$ cat config.mk
export PLATFORM = sky130hd
export DESIGN_NAME = joystick_axis_direction_flat
export DESIGN_NICKNAME = d
export VERILOG_FILES = /design/src/hw/rtl/jad_pkg.sv /design/src/hw/rtl/jad_if.sv /design/src/hw/rtl/jad_axis_lane.sv /design/src/hw/rtl/jad_dir_merge.sv /design/src/hw/rtl/joystick_axis_direction.sv /design/src/flat_wrapper.sv
export SDC_FILE = /design/constraint.sdc
export NUM_CORES = 1
export LEC_CHECK = 0
export ABC_CLOCK_PERIOD_IN_PS = 9000
export BUFFER_PORTS_ARGS = -buffer_cell sky130_fd_sc_hd__buf_4
export CORE_ASPECT_RATIO = 1.1
export CORE_MARGIN = 2
export CORE_UTILIZATION = 40
export DETAILED_ROUTE_END_ITERATION = 8
export GPL_TIMING_DRIVEN = 1
export SLEW_MARGIN = 5
export SYNTH_ARGS = -nofsm -noshare
export SYNTH_HDL_FRONTEND = slang
export SYNTH_SLANG_ARGS = --single-unit
$ cat constraint.sdc
create_clock -name clk_i -period 9 [get_ports clk_i]
set_clock_uncertainty 0.2 [all_clocks]
set_input_delay 0.45 -clock clk_i [delete_from_list [all_inputs] [get_ports clk_i]]
set_output_delay 0.45 -clock clk_i [all_outputs]
set_load 0.005 [all_outputs]
$ cat src/hw/rtl/jad_pkg.sv
// package for the joystick axis direction block
// holds widths, register and direction codes, lane stage type and helpers
// no dependencies
package jad_pkg;

  // converter resolution and derived widths
  localparam int ADC_BITS = 12;
  localparam int QB       = 7;               // quotient bits, enough to see 100
  localparam int NUM_W    = ADC_BITS + QB;   // holds full_scale * 100
  localparam int LANE_ST  = QB + 2;          // map stage, overflow stage, one per bit
  localparam int NST      = LANE_ST + 1;     // lane stages plus output register
  localparam int PCT_W    = 8;
  localparam int DIR_W    = 4;
  localparam int CFG_IDX_W = 3;

  localparam logic [QB-1:0]           PCT_FULL_Q = QB'(100);
  localparam logic signed [PCT_W-1:0] PCT_FULL_P = PCT_W'(100);
  localparam logic signed [PCT_W-1:0] DIAG_P     = PCT_W'(40);

  // register reset values
  localparam logic [ADC_BITS-1:0] CENTRE_RST   = ADC_BITS'(2048);
  localparam logic [ADC_BITS-1:0] DEADZONE_RST = ADC_BITS'(20);

  // configuration register indexes
  typedef enum logic [CFG_IDX_W-1:0] {
    REG_CENTRE_X  = 3'd0,
    REG_CENTRE_Y  = 3'd1,
    REG_DEADZONE  = 3'd2,
    REG_ADC_MAX   = 3'd3,
    REG_SWAP_AXES = 3'd4
  } cfg_idx_e;

  // direction codes
  typedef enum logic [DIR_W-1:0] {
    DIR_CENTRE    = 4'd0,
    DIR_UP        = 4'd1,
    DIR_DOWN      = 4'd2,
    DIR_LEFT      = 4'd3,
    DIR_RIGHT     = 4'd4,
    DIR_UPRIGHT   = 4'd5,
    DIR_UPLEFT    = 4'd6,
    DIR_DOWNRIGHT = 4'd7,
    DIR_DOWNLEFT  = 4'd8
  } dir_e;

  // one stage of an axis lane: partial remainder, divisor, quotient so far, flags
  typedef struct packed {
    logic [NUM_W-1:0]    rem;
    logic [ADC_BITS-1:0] dm;
    logic [QB-1:0]       q;
    logic                ovf;   // quotient at least 128
    logic                neg;   // result is negated
    logic                sub;   // below-centre branch, result is q - 100
    logic                zero;  // result forced to zero
  } lane_stage_t;

  // times one hundred by shifts and adds
  function automatic logic [NUM_W-1:0] mul100(input logic [ADC_BITS-1:0] x);
    logic [NUM_W-1:0] xw;
    xw = NUM_W'(x);
    return (xw << 6) + (xw << 5) + (xw << 2);
  endfunction

endpackage

$ cat src/hw/rtl/jad_if.sv
// valid/ready channel interfaces for the joystick axis direction block
// depends on jad_pkg
interface jad_in_if;
  import jad_pkg::*;
  logic                valid;
  logic                ready;
  logic [ADC_BITS-1:0] raw_x;
  logic [ADC_BITS-1:0] raw_y;
  modport source (output valid, raw_x, raw_y, input ready);
  modport sink   (input valid, raw_x, raw_y, output ready);
endinterface

interface jad_out_if;
  import jad_pkg::*;
  logic                    valid;
  logic                    ready;
  logic signed [PCT_W-1:0] pct_x;
  logic signed [PCT_W-1:0] pct_y;
  logic [DIR_W-1:0]        direction;
  modport source (output valid, pct_x, pct_y, direction, input ready);
  modport sink   (input valid, pct_x, pct_y, direction, output ready);
endinterface

$ cat src/hw/rtl/jad_axis_lane.sv
// one axis lane: centre/deadzone mapping and a pipelined restoring divider
// depends on jad_pkg; stage enables come from the top level valid chain
module jad_axis_lane (
  input  logic                          clk_i,
  input  logic [jad_pkg::LANE_ST-1:0]   en_i,
  input  logic [jad_pkg::ADC_BITS-1:0]  raw_i,
  input  logic [jad_pkg::ADC_BITS-1:0]  centre_i,
  input  logic [jad_pkg::ADC_BITS-1:0]  deadzone_i,
  input  logic [jad_pkg::ADC_BITS-1:0]  adc_max_i,
  output jad_pkg::lane_stage_t          res_o
);
  import jad_pkg::*;

  lane_stage_t stage_d [LANE_ST];
  lane_stage_t stage_q [LANE_ST];

  logic                gt;
  logic [ADC_BITS-1:0] offs;
  logic                in_dz;
  logic [ADC_BITS:0]   span;

  // mapping stage: pick branch, build dividend and divisor magnitude
  // divider stages: overflow check, then one quotient bit per stage
  always_comb begin
    logic [NUM_W-1:0] trial;
    int               b;
    trial = '0;
    b     = 0;
    gt    = raw_i > centre_i;
    offs  = gt ? (raw_i - centre_i) : (centre_i - raw_i);
    in_dz = offs < deadzone_i;
    span  = {1'b0, adc_max_i} - {1'b0, centre_i};
    stage_d[0] = '0;
    if (gt) begin
      stage_d[0].rem  = mul100(raw_i - centre_i);
      stage_d[0].neg  = span[ADC_BITS];
      stage_d[0].dm   = span[ADC_BITS] ? ADC_BITS'(-span) : span[ADC_BITS-1:0];
      stage_d[0].zero = in_dz || (span == '0);
    end else begin
      stage_d[0].rem  = mul100(raw_i);
      stage_d[0].dm   = centre_i;
      stage_d[0].sub  = 1'b1;
      stage_d[0].zero = in_dz || (centre_i == '0);
    end
    for (int k = 1; k < LANE_ST; k++) begin
      stage_d[k] = stage_q[k-1];
      if (k == 1) begin
        stage_d[k].ovf = stage_q[k-1].rem >= {stage_q[k-1].dm, {QB{1'b0}}};
      end else begin
        b     = QB + 1 - k;
        trial = NUM_W'(stage_q[k-1].dm) << b;
        if (!stage_q[k-1].ovf && (stage_q[k-1].rem >= trial)) begin
          stage_d[k].rem = stage_q[k-1].rem - trial;
          stage_d[k].q   = stage_q[k-1].q | (QB'(1) << b);
        end
      end
    end
  end

  // stage registers, loaded when the stage moves
  always_ff @(posedge clk_i) begin
    for (int k = 0; k < LANE_ST; k++) begin
      if (en_i[k]) begin
        stage_q[k] <= stage_d[k];
      end
    end
  end

  assign res_o = stage_q[LANE_ST-1];

endmodule

$ cat src/hw/rtl/jad_dir_merge.sv
// merge stage: turns both lane quotients into percentages and a direction
// depends on jad_pkg; registers the result beat
module jad_dir_merge (
  input  logic                           clk_i,
  input  logic                           en_i,
  input  jad_pkg::lane_stage_t           lane_x_i,
  input  jad_pkg::lane_stage_t           lane_y_i,
  output logic signed [jad_pkg::PCT_W-1:0] pct_x_o,
  output logic signed [jad_pkg::PCT_W-1:0] pct_y_o,
  output jad_pkg::dir_e                  dir_o
);
  import jad_pkg::*;

  // saturate quotient to 100 and apply branch sign / offset
  function automatic logic signed [PCT_W-1:0] finish(input lane_stage_t s);
    logic [QB-1:0]           qs;
    logic [QB-1:0]           sat;
    logic signed [PCT_W-1:0] p;
    qs  = s.ovf ? '1 : s.q;
    sat = (qs > PCT_FULL_Q) ? PCT_FULL_Q : qs;
    p   = PCT_W'(sat);
    if (s.zero) begin
      return '0;
    end else if (s.sub) begin
      return p - PCT_FULL_P;
    end else if (s.neg) begin
      return -p;
    end
    return p;
  endfunction

  logic signed [PCT_W-1:0] px, py, ax, ay;
  dir_e                    dir;

  // direction pick: centre, diagonals past the threshold, then larger axis
  always_comb begin
    px = finish(lane_x_i);
    py = finish(lane_y_i);
    ax = (px < 0) ? -px : px;
    ay = (py < 0) ? -py : py;
    if (px == '0 && py == '0) begin
      dir = DIR_CENTRE;
    end else if (py > DIAG_P && px > DIAG_P) begin
      dir = DIR_UPRIGHT;
    end else if (py > DIAG_P && px < -DIAG_P) begin
      dir = DIR_UPLEFT;
    end else if (py < -DIAG_P && px > DIAG_P) begin
      dir = DIR_DOWNRIGHT;
    end else if (py < -DIAG_P && px < -DIAG_P) begin
      dir = DIR_DOWNLEFT;
    end else if (ay > ax) begin
      dir = (py > 0) ? DIR_UP : DIR_DOWN;
    end else begin
      dir = (px > 0) ? DIR_RIGHT : DIR_LEFT;
    end
  end

  // output register
  always_ff @(posedge clk_i) begin
    if (en_i) begin
      pct_x_o <= px;
      pct_y_o <= py;
      dir_o   <= dir;
    end
  end

endmodule

$ cat src/hw/rtl/joystick_axis_direction.sv
// top level of the joystick axis direction block
// depends on jad_pkg, jad_if, jad_axis_lane and jad_dir_merge
//
// Usage:
//   in_i carries one beat per pair of raw converter readings (raw_x, raw_y).
//   out_o carries one beat per input beat: pct_x, pct_y (-100..100) and a
//   direction code (centre, four straight, four diagonal).
//   The configuration port writes centre_x, centre_y, deadzone, adc_max and
//   swap_axes by index on cfg_we_i; change it only while the block is empty.
// Timing:
//   one beat per cycle sustained while out_o is ready. Each axis lane has one
//   mapping stage, one overflow stage and seven restoring divider stages,
//   followed by the merge register.
// Reset:
//   empties the pipeline and loads the register defaults (centres at mid
//   scale, deadzone 20, adc_max at full scale, no swap).
// Stall:
//   when out_o is held off, stages fill up behind the output register; in_i
//   keeps accepting while any stage is empty and holds ready low once full.
module joystick_axis_direction (
  input  logic                             clk_i,
  input  logic                             rst_ni,
  jad_in_if.sink                           in_i,
  jad_out_if.source                        out_o,
  input  logic                             cfg_we_i,
  input  logic [jad_pkg::CFG_IDX_W-1:0]    cfg_idx_i,
  input  logic [jad_pkg::ADC_BITS-1:0]     cfg_data_i
);
  import jad_pkg::*;

  logic [ADC_BITS-1:0] centre_x_q, centre_y_q, deadzone_q, adc_max_q;
  logic                swap_q;

  // configuration registers
  always_ff @(posedge clk_i or negedge rst_ni) begin
    if (!rst_ni) begin
      centre_x_q <= CENTRE_RST;
      centre_y_q <= CENTRE_RST;
      deadzone_q <= DEADZONE_RST;
      adc_max_q  <= '1;
      swap_q     <= 1'b0;
    end else if (cfg_we_i) begin
      case (cfg_idx_e'(cfg_idx_i))
        REG_CENTRE_X:  centre_x_q <= cfg_data_i;
        REG_CENTRE_Y:  centre_y_q <= cfg_data_i;
        REG_DEADZONE:  deadzone_q <= cfg_data_i;
        REG_ADC_MAX:   adc_max_q  <= cfg_data_i;
        REG_SWAP_AXES: swap_q     <= cfg_data_i[0];
        default: ;
      endcase
    end
  end

  // valid chain: a stage moves when empty or when the one after it moves
  logic [NST-1:0] v_q, v_d, move;

  always_comb begin
    move[NST-1] = !v_q[NST-1] || out_o.ready;
    for (int k = NST - 2; k >= 0; k--) begin
      move[k] = !v_q[k] || move[k+1];
    end
    v_d[0] = move[0] ? in_i.valid : v_q[0];
    for (int k = 1; k < NST; k++) begin
      v_d[k] = move[k] ? v_q[k-1] : v_q[k];
    end
  end

  always_ff @(posedge clk_i or negedge rst_ni) begin
    if (!rst_ni) begin
      v_q <= '0;
    end else begin
      v_q <= v_d;
    end
  end

  assign in_i.ready = move[0];

  // optional exchange of the readings
  logic [ADC_BITS-1:0] rx, ry;
  assign rx = swap_q ? in_i.raw_y : in_i.raw_x;
  assign ry = swap_q ? in_i.raw_x : in_i.raw_y;

  // one lane per axis
  lane_stage_t res_x, res_y;

  jad_axis_lane u_lane_x (
    .clk_i      (clk_i),
    .en_i       (move[LANE_ST-1:0]),
    .raw_i      (rx),
    .centre_i   (centre_x_q),
    .deadzone_i (deadzone_q),
    .adc_max_i  (adc_max_q),
    .res_o      (res_x)
  );

  jad_axis_lane u_lane_y (
    .clk_i      (clk_i),
    .en_i       (move[LANE_ST-1:0]),
    .raw_i      (ry),
    .centre_i   (centre_y_q),
    .deadzone_i (deadzone_q),
    .adc_max_i  (adc_max_q),
    .res_o      (res_y)
  );

  // merge and output register
  logic signed [PCT_W-1:0] pct_x, pct_y;
  dir_e                    dir;

  jad_dir_merge u_merge (
    .clk_i    (clk_i),
    .en_i     (move[NST-1]),
    .lane_x_i (res_x),
    .lane_y_i (res_y),
    .pct_x_o  (pct_x),
    .pct_y_o  (pct_y),
    .dir_o    (dir)
  );

  assign out_o.valid     = v_q[NST-1];
  assign out_o.pct_x     = pct_x;
  assign out_o.pct_y     = pct_y;
  assign out_o.direction = dir;

  // an empty output register lets the whole chain move
  a_ready_when_drained: assert property (@(posedge clk_i) disable iff (!rst_ni)
    !v_q[NST-1] |-> in_i.ready)
    else $error("input not ready while output register is empty");

  // centre exactly when both axes read zero
  a_centre_iff_zero: assert property (@(posedge clk_i) disable iff (!rst_ni)
    out_o.valid |-> ((out_o.pct_x == '0 && out_o.pct_y == '0) ==
                     (out_o.direction == DIR_CENTRE)))
    else $error("direction centre does not match zero percentages");

  // percentages stay within full scale
  a_pct_range: assert property (@(posedge clk_i) disable iff (!rst_ni)
    out_o.valid |-> (out_o.pct_x <= PCT_FULL_P && out_o.pct_x >= -PCT_FULL_P &&
                     out_o.pct_y <= PCT_FULL_P && out_o.pct_y >= -PCT_FULL_P))
    else $error("percentage out of range");

endmodule
$ cat src/flat_wrapper.sv
// flat-port wrapper written by rule: the top's interface ports become plain ports
module joystick_axis_direction_flat import jad_pkg::*;
  (clk_i, rst_ni, cfg_we_i, cfg_idx_i, cfg_data_i, in_i_valid, in_i_raw_x, in_i_raw_y, in_i_ready, out_o_valid, out_o_pct_x, out_o_pct_y, out_o_direction, out_o_ready);
  jad_in_if in_i_i ();
  jad_out_if out_o_i ();
  input  logic clk_i;
  input  logic rst_ni;
  input  logic cfg_we_i;
  input  logic [jad_pkg::CFG_IDX_W-1:0] cfg_idx_i;
  input  logic [jad_pkg::ADC_BITS-1:0] cfg_data_i;
  input wire logic [$bits(in_i_i.valid)-1:0] in_i_valid;
  input wire logic [$bits(in_i_i.raw_x)-1:0] in_i_raw_x;
  input wire logic [$bits(in_i_i.raw_y)-1:0] in_i_raw_y;
  output wire logic [$bits(in_i_i.ready)-1:0] in_i_ready;
  output wire logic [$bits(out_o_i.valid)-1:0] out_o_valid;
  output wire logic [$bits(out_o_i.pct_x)-1:0] out_o_pct_x;
  output wire logic [$bits(out_o_i.pct_y)-1:0] out_o_pct_y;
  output wire logic [$bits(out_o_i.direction)-1:0] out_o_direction;
  input wire logic [$bits(out_o_i.ready)-1:0] out_o_ready;
  assign in_i_i.valid = in_i_valid;
  assign in_i_i.raw_x = in_i_raw_x;
  assign in_i_i.raw_y = in_i_raw_y;
  assign in_i_ready = in_i_i.ready;
  assign out_o_valid = out_o_i.valid;
  assign out_o_pct_x = out_o_i.pct_x;
  assign out_o_pct_y = out_o_i.pct_y;
  assign out_o_direction = out_o_i.direction;
  assign out_o_i.ready = out_o_ready;
  joystick_axis_direction u_core (.clk_i(clk_i), .rst_ni(rst_ni), .in_i(in_i_i), .out_o(out_o_i), .cfg_we_i(cfg_we_i), .cfg_idx_i(cfg_idx_i), .cfg_data_i(cfg_data_i));
endmodule
==> impl_metrics.json <==
{
  "outcome": "completed",
  "rsz0062_at_grt": "no",
  "num_vias": 27500,
  "cp_cell_sequence": "mux2i_1, inv_1, ha_1, nor2b_1, o21ai_0, a21boi_0, o21a_1, or2_2, xnor2_1, fa_1, inv_1, ha_1, a21o_1, a21oi_1, nor2b_1, o41ai_1, o21ai_0, o41a_1, xnor2_1, mux2i_1",
  "postCtsHoldBufs": 18,
  "clock_sinks": 671,
  "yosys.area_share.adder_pct": 13.6,
  "async_flop_share_pct": 8.79,
  "crit_fanout": 25,
  "grt_usage_pct": 16.0,
  "grt_overflow": 0,
  "synth_compound_area_share_pct": 12.9,
  "fin_cells": 5307,
  "ant_nets": 0,
  "hold_depth": 3,
  "nets": 4332,
  "port_buffers": 65,
  "crit_required_ns": 9.14,
  "min_path_type": "in2reg",
  "post_cts_buffers": 0,
  "fin_util_pct": 45.0,
  "syn_nets": 4237,
  "muxShareOfSynthArea_pct": 4.27,
  "drt-total-wl_um": 84900,
  "slew_headroom_pct": 21.0,
  "fill_cells": 9508,
  "hold_viol_final": 0,
  "seq_area_frac_synth_pct": 48.1,
  "drtIter0Drc": 1657,
  "cp-start-kind": "flip-flop",
  "period_needed_ns": 6.71,
  "globalplace.congestion": 0.929,
  "synth_cells": 3777,
  "post-place-cells": 5153,
  "grt_pass1_wl_um": 139000,
  "yosysWarnings": 0,
  "yosys.cell_types.count": 97,
  "drive_gt1_share_pct": 10.0,
  "grt_pass1_vias": 27100,
  "syn2layout_area_growth_pct": 11.4,
  "antennaDiodeCount": 0,
  "cts_root_buf": "clkbuf_16",
  "reg2reg_depth": 20,
  "synth-edff-count": 612,
  "vias_per_cell": 5.17,
  "maxCapViolCount": 0,
  "tritoncts": "yes",
  "cts_max_path_buffers": 3,
  "multiInputGateArea_um2": 19600,
  "synth_area_um2": 41400,
  "setup.worst_path.end_class": "flip-flop",
  "fin_ws_ns": 2.29,
  "fmax_mhz": 149,
  "clkLatencyLatePin_ns": 0.64,
  "slew_viol_final": 0,
  "die_y_um": 341,
  "synth_top_family_by_area": "adder cells",
  "die_w_um": 311,
  "place_worst_setup_slack_ns": 2.28,
  "synthXorXnorAreaFrac_pct": 4.89,
  "path_clk_slew_ns": 0.06,
  "routedWlPerCell_um": 16.0,
  "synth_flop_cell": "edfxtp_1",
  "finalSetupTns_ns": 0,
  "setup_viol": 0,
  "cts_resized": 0,
  "drc": 0,
  "first_pass_iters": 5,
  "cp.arrival_ns": 6.85,
  "initial_utilization_pct": 40.4,
  "slowest_delay_ns": 0.95,
  "hpwl_um": 65900,
  "ioPinCount": 66,
  "critPathSlowestCell": "dfrtp_1",
  "synth-simple-area-share_pct": 11.5,
  "rows": 123,
  "synth_area_per_cell_um2": 11.0,
  "synth_seq_cells": 671,
  "grt_max_degree": 82,
  "cts_buffers": 74,
  "tightest_slew_ns": 1.18,
  "regArea_um2": 19900,
  "htreeDepth": 3,
  "worstSetupPathType": "reg2reg",
  "core_um2": 102000,
  "antenna_found_initial": 0,
  "min_period_over_period_pct": 74.5,
  "die-area_um2": 106000
}
==> registers in the layout (all words and copies together), names as in the netlist <==
name,cells
u_core.u_merge.pct_y_o,8
u_core.u_merge.dir_o,4
u_core.adc_max_q,12
u_core.swap_q,1
u_core.u_merge.pct_x_o,8
u_core.centre_x_q,12
u_core.u_lane_y.stage_q,296
u_core.v_q,10
u_core.u_lane_x.stage_q,296
u_core.centre_y_q,12
u_core.deadzone_q,12
==> kinds of logic after synthesis <==
kind of cell / Yosys count
simple gates: 958
compound gates: 823
flops: 671
buf+inv: 515
fa+ha+maj: 416
xor+xnor: 231
mux: 161
other cells: 2
==> metrics by stage <==
step | hold slack [ns] | instance area, µm²
after CTS | 0.0576 | 46100
after detailed placement | 0.205 | 43400
after floorplan | -0.0456 | 41400
final | 0.111 | 46100
after global placement | 0.200 | 43400
after global routing | 0.0917 | 46100
==> synth_stat cells, types with 54 or more instances <==
cell type  number  area share, %
a21oi_1       191            2.3
o21a_1         59            1.1
inv_1         436            4.0
xnor2_1       152            3.2
nand2_1       246            2.2
edfxtp_1      612             44
a21o_1         58            1.1
fa_1           54            2.6
o21ai_0       220            2.7
ha_1          362             11
nor3_1         90            1.1
xor2_1         79            1.7
nor2b_1        77            1.2
nand3_1        70           0.85
nor2_1        223            2.0
mux2_2        118            3.2
==> area by class of cell <==
class	count	share of cell area, %
clock buffers	96	4.27
clock inverters	40	1.13
inverters	440	3.59
multi-input cells	2591	42.5
flip-flops and latches	671	43.2
well taps	1375	3.74
repair buffers	94	1.63
==> routing by layer <==
metal | GRT usage [%] | share of wire [%] | vias up
li1 | - | - | 13900
met4 | 5.28 | 3.1 | 0
met3 | 2.25 | 3.7 | 158
met5 | 0 | 0 | -
met2 | 27.4 | 48 | 498
met1 | 20.9 | 46 | 12900
==> worst max-delay path: cells and delay by family (launching register included) <==
kind                     cells  cell delay, ns
multiplexers                 2            0.84
buffers and inverters        2            0.30
flip-flops                   1            0.95
XOR/XNOR                     2            0.58
AND/OR/NAND/NOR              3            0.53
AO/OA/AOI/OAI                8            1.92
adder cells (fa/ha/maj)      3            1.10
==> final timing paths <==
check,start,slack [ns],endpoint
setup / recovery,u_core.swap_q,2.29,u_core.u_lane_x.stage_q[0][40]
hold / removal,out_o_ready,0.11,u_core.v_q[9]
setup reg to reg,u_core.swap_q,2.29,u_core.u_lane_x.stage_q[0][40]
hold reg to reg,u_core.u_lane_x.stage_q[4][2],0.20,u_core.u_lane_x.stage_q[5][2]
max in group asynchronous,rst_ni,7.82,u_core.v_q[3]
min in group asynchronous,rst_ni,0.24,u_core.centre_x_q[10]
==> cells in the final DEF, fill, tap and decap left out, types with 29 or more instances in the layout <==
master / synthesis / routed
nand3_1: 70 / 68
nor4_1: 35 / 35
nand2_1: 246 / 243
clkbuf_16: 0 / 74
a21oi_1: 191 / 191
a21o_1: 58 / 58
o21ai_0: 220 / 220
o31ai_1: 35 / 35
nor3_1: 90 / 90
ha_1: 362 / 362
or3_1: 29 / 29
nor2_1: 223 / 223
mux2i_1: 39 / 39
inv_1: 436 / 434
fa_1: 54 / 54
mux2_2: 118 / 118
edfxtp_1: 612 / 612
nand4_1: 37 / 37
xnor2_1: 152 / 152
nand2b_1: 35 / 35
dfrtp_1: 43 / 43
nor2b_1: 77 / 77
o21a_1: 59 / 59
buf_4: 2 / 76
xor2_1: 79 / 79
a21boi_0: 30 / 30
Power is left out: the tool's default activity adds up to more than one toggle a clock period on the data nets, which glitch-free logic cannot reach.
